**src/design/pgf_sqrt.sv**
```systemverilog
// pgf_sqrt: pipelined integer square root, one result bit per register stage
// uses no package; sideband payload travels with each word
module pgf_sqrt #(
    parameter int IN_W   = 66,   // even width of the radicand
    parameter int SIDE_W = 1
) (
    input  logic                      clk,
    input  logic                      rst_n,
    input  logic                      en,
    input  logic                      in_valid,
    input  logic [IN_W-1:0]           in_val,
    input  logic [SIDE_W-1:0]         in_side,
    output logic                      out_valid,
    output logic [IN_W/2-1:0]         out_root,
    output logic [SIDE_W-1:0]         out_side
);

    localparam int ROOT_W = IN_W / 2;
    localparam int REM_W  = ROOT_W + 3;

    logic              vld_reg  [1:ROOT_W];
    logic [IN_W-1:0]   v_reg    [1:ROOT_W];
    logic [REM_W-1:0]  rem_reg  [1:ROOT_W];
    logic [ROOT_W-1:0] root_reg [1:ROOT_W];
    logic [SIDE_W-1:0] side_reg [1:ROOT_W];

    for (genvar k = 0; k < ROOT_W; k++) begin : g_step
        logic              cur_vld;
        logic [IN_W-1:0]   cur_v;
        logic [REM_W-1:0]  cur_rem;
        logic [ROOT_W-1:0] cur_root;
        logic [SIDE_W-1:0] cur_side;
        logic [REM_W-1:0]  rem2;
        logic [REM_W-1:0]  trial;
        logic              ge;

        if (k == 0) begin : g_first
            assign cur_vld  = in_valid;
            assign cur_v    = in_val;
            assign cur_rem  = '0;
            assign cur_root = '0;
            assign cur_side = in_side;
        end
        else begin : g_next
            assign cur_vld  = vld_reg[k];
            assign cur_v    = v_reg[k];
            assign cur_rem  = rem_reg[k];
            assign cur_root = root_reg[k];
            assign cur_side = side_reg[k];
        end

        // bring down two radicand bits, try appending a one to the root
        assign rem2  = {cur_rem[REM_W-3:0], cur_v[IN_W-1 -: 2]};
        assign trial = {1'b0, cur_root, 2'b01};
        assign ge    = (rem2 >= trial);

        always_ff @(posedge clk or negedge rst_n) begin
            if (!rst_n) begin
                vld_reg[k+1] <= 1'b0;
            end
            else if (en) begin
                vld_reg[k+1] <= cur_vld;
            end
        end

        always_ff @(posedge clk) begin
            if (en) begin
                v_reg[k+1]    <= {cur_v[IN_W-3:0], 2'b00};
                rem_reg[k+1]  <= ge ? (rem2 - trial) : rem2;
                root_reg[k+1] <= {cur_root[ROOT_W-2:0], ge};
                side_reg[k+1] <= cur_side;
            end
        end
    end

    assign out_valid = vld_reg[ROOT_W];
    assign out_root  = root_reg[ROOT_W];
    assign out_side  = side_reg[ROOT_W];

endmodule

```
**config.mk**
```make
export PLATFORM = sky130hd
export DESIGN_NAME = pgf_sqrt
export DESIGN_NICKNAME = d
export VERILOG_FILES = /design/src/design/pgf_sqrt.sv
export SDC_FILE = /design/constraint.sdc
export NUM_CORES = 2
export LEC_CHECK = 0
export BUFFER_PORTS_ARGS = -buffer_cell sky130_fd_sc_hd__buf_2
export CAP_MARGIN = 20
export CELL_PAD_IN_SITES_DETAIL_PLACEMENT = 1
export CELL_PAD_IN_SITES_GLOBAL_PLACEMENT = 2
export CORE_UTILIZATION = 40
export CTS_BUF_LIST = sky130_fd_sc_hd__clkbuf_2 sky130_fd_sc_hd__clkbuf_4 sky130_fd_sc_hd__clkbuf_8
export DETAILED_ROUTE_END_ITERATION = 10
export HOLD_SLACK_MARGIN = 0.06
export PLACE_DENSITY_LB_ADDON = 0.1
export SYNTH_ARGS = -nofsm -noshare
export SYNTH_HDL_FRONTEND = slang
export SYNTH_MEMORY_MAX_BITS = 65536
export SYNTH_SLANG_ARGS = --single-unit
export TNS_END_PERCENT = 100
```
**constraint.sdc**
```tcl
create_clock -name clk -period 3.25 [get_ports clk]
set_input_delay 0.65 -clock clk [delete_from_list [all_inputs] [get_ports clk]]
set_output_delay 0.65 -clock clk [all_outputs]
set_load 0.1 [all_outputs]
```
==> metrics list <==
- Outcome: complete, but fails checks
- The checks that failed: setup timing.
- Sequential cells were found to cover 64.6% of the synthesized design area.
* Critical path endpoint category: flip-flop
* Time the worst path needs with I/O delays and setup: 3340 ps
* Required time of the critical path: 4070 ps
- Commonest non-fill, non-tap cells in the layout: edfxtp_1 (2687), buf_4 (1087), inv_1 (729)
- Standby leakage power: 60.1 nW
- By startpoint and endpoint, the worst setup path is classified as flip-flop to flip-flop.
* Io pins: 106
- Clock-pin slew was measured on the worst setup and hold paths at 60 ps.
- After detailed routing, the average wire length per cell comes to 20.0 microns.
* Total routed wirelength: 317 mm
- The clock tree synthesis step divided the H-tree into 5 levels.
* Critical path fanouts, max: 7
- At the later pin of the worst-skew pair, clock insertion delay measures 1100 ps.
* Post-synth EDFFs: 2687
- Fmax: 300 MHz
- Placed cell areas: 140000 sq um
* Half-perimeter wire length after placement: 233 mm
- After global routing the overflow that remains totals 0.
- Relative contribution of the clock network to total power: 29.9%
- Critical Path AT: 4150 ps
* Total setup violations reported at the end of the flow: 17
* Initial Utilization: 40.3%
* Slew margin rel.: 41.6%
* Largest family of logic cells by synthesized area: compound AO/OA/AOI/OAI gates
- Setup repair after global routing could not meet its margin everywhere.
- Mux cell area share after synthesis: 1.05%
- The detail route stage leaves a number of antenna-violating nets equal to 0.
- Utilization of the core after routing: 49.2%
- Proportion of register bits with asynchronous set or reset after synthesis: 1.21%
* Floorplan Core Area: 313000 sq um
* Number of global-route vias before repair: 86433
* Final hold vios: 0
- Mean Syn Cell Area: 13.0 sq um
* Max reg flops: 1056
- Clock Path Buffers: 4
* Global-route wire length before repair: 492 mm
* Mapped cell area: 126000 sq um
* Most common cell after layout, fill and taps aside: edfxtp_1
- Of the total synthesized cell area, the portion taken by AND, OR, NAND and NOR gates is 9.61%.
- Antenna violations before repair: 4
* Max Clock Skew: 76.7 ps
- For this run, design rule violations remaining after detail routing come to 0.
- Logic pwr share: 25.0%
* Cell count after synthesis: 9676
* Critical path launch point type: flip-flop
- Max Cap Violations: 0
- Count of buffers from port buffering: 105
- Entering global routing, the biggest net connects 80 pins.
* Power per standard cell area: 689 nW/um^2
- Layout cells sized above 1: 22.3%
* Number of pins with negative max-slew slack in the final report: 0
- Die Span X: 563 microns
- In this run, CTS created clock tree buffers numbering 468.
- The net count of the finished layout is 11978.
* Via count: 81035
* Final GP Congestion: 0.846
- Synthesis instantiated 98 different standard cells from the library.
- Post-layout worst setup margin: -86.9 ps
- Per report_power, the sequential group accounts for 45.1% of the total.
* Detailed-route vias per instance: 5.12
- For this block, the initial DRC count from the detailed router was 4000.
- Die area: 318000 sq um
- For this run, the number of Yosys warnings is 0.
- The finished cells cover 154000 sq um.
* TritonCTS clock tree: done
* Clk root buf: clkbuf_8
- Main flop type after synthesis: edfxtp_1
* Number of placement rows: 205
- The tightest min-delay check is of the input port to flip-flop type.
- Total number of clock tree sinks: 2720
- In this run the power spent charging and discharging nets is 32.1 mW.
- Nets in the synthesized netlist: 10343
- Xor and xnor area share after synthesis: 6.11%
- Net switching is 30.3% of the power.
* Post-Synth Adder-Cell Area: 5.91%
* Measured slew at the worst slew-check pin: 876 ps
- Dividing the final minimum period by the clock period gives 103%.
* Seq cells post-synth: 2720
* Post-synthesis compound-gate area fraction: 9.79%
- Across the VDD grid, the largest voltage drop is 434 uV.
- Synth-to-layout area growth: 21.9%
* Initial DRT Pass Iterations: 5
- Die Y-Extent: 563 microns
* Internal power component: 73.9 mW
- GRT Util Overall: 19.6%
## cells by family after synthesis
logic type | count (synthesis)
flops | 2720
simple gates | 2423
buf+inv | 957
fa+ha+maj | 596
xor+xnor | 880
other cells | 1
mux | 119
compound gates | 1980
## metrics by stage
step	setup slack, ps	cells	hold slack, ps	total power, mW	TNS (ps)
final	-86.9	15835	271	106	-793
after global routing	-174	15834	176	112	-5120
after CTS	-98.9	15770	113	107	-886
after detailed placement	-362	14799	405	73.7	-12440
after global placement	-312	14799	400	73.1	-8660
after floorplan	2.44	9676	354	62.5	0
## final timing paths
path | from | endpoint | slack, ps | cells past startpoint
min reg2reg | v_reg[24][58] | v_reg[25][60] | 380 | 0
max in group asynchronous | rst_n | g_step[1].cur_vld | 1520 | 4
min | in_val[36] | v_reg[1][36] | 270 | 2
max reg2reg | rem_reg[7][11] | rem_reg[8][19] | -90 | 9
min in group asynchronous | rst_n | g_step[5].cur_vld | 710 | 3
max | rem_reg[7][11] | rem_reg[8][19] | -90 | 9
## critical path, stage by stage (launching register included)
cell and delay (ps):
edfxtp_1 460, or4_4 520, or4_4 430, or4_4 590
nor3_4 250, nand3_2 100, o21ba_4 290, or3_4 230
nor3_2 60, xor2_1 150
## power groups by stage
stage               combinational, mW  sequential (mW)  clock [mW]
floorplan                        15.4             47.0           0
global placement                 24.6             48.5           0
detailed placement               25.1             48.6           0
CTS                              25.8             47.9        33.0
global route                     29.2             48.3        34.3
finish                           26.5             47.8        31.7
## cell type report
type | count | area [sq um]
Fill cell | 32017 | 159000
Sequential cell | 2720 | 81500
Multi-Input combinational cell | 6001 | 43300
Timing Repair Buffer | 1373 | 11400
Clock buffer | 609 | 7520
Tap cell | 4140 | 5180
Inverter | 747 | 2820
Clock inverter | 242 | 2010
Antenna cell | 3 | 7.51
## repair_timing
action / CTS / global route
hold buffers: 73 / 0
buffers inserted: 43 / 65
setup endpoints to repair: 301 / 606
endpoints found under the hold margin: 111 / 0
pin swaps: 31 / 125
gates cloned: 5 / 4
gates resized for setup: 166 / 380
## synth_stat cells (61+ instances only)
cell type	count	share of area (%)
a21o_1	251	1.5
a21oi_1	568	2.3
clkbuf_1	182	0.54
edfxtp_1	2687	64
ha_1	596	5.9
inv_1	739	2.2
mux2_2	107	0.96
nand2_1	640	1.9
nand2b_1	93	0.46
nand3_1	146	0.58
nand4_1	131	0.65
nor2_1	547	1.6
nor2b_1	83	0.41
nor3_1	236	0.94
nor4_1	124	0.62
o21a_1	129	0.77
o21ai_0	541	2.1
o21bai_1	61	0.36
or3_1	94	0.47
xnor2_1	448	3.1
xor2_1	432	3.0
## layer usage
layer / wire length [microns] / part of all wire (%) / global-route usage (%)
met1: 141000 / 44 / 25.3
met2: 158000 / 50 / 34.3
met3: 8520 / 2.7 / 2.28
met4: 9670 / 3.1 / 6.49
met5: 0 / 0 / 0
No activity file was read; power rests on OpenSTA's default activity.
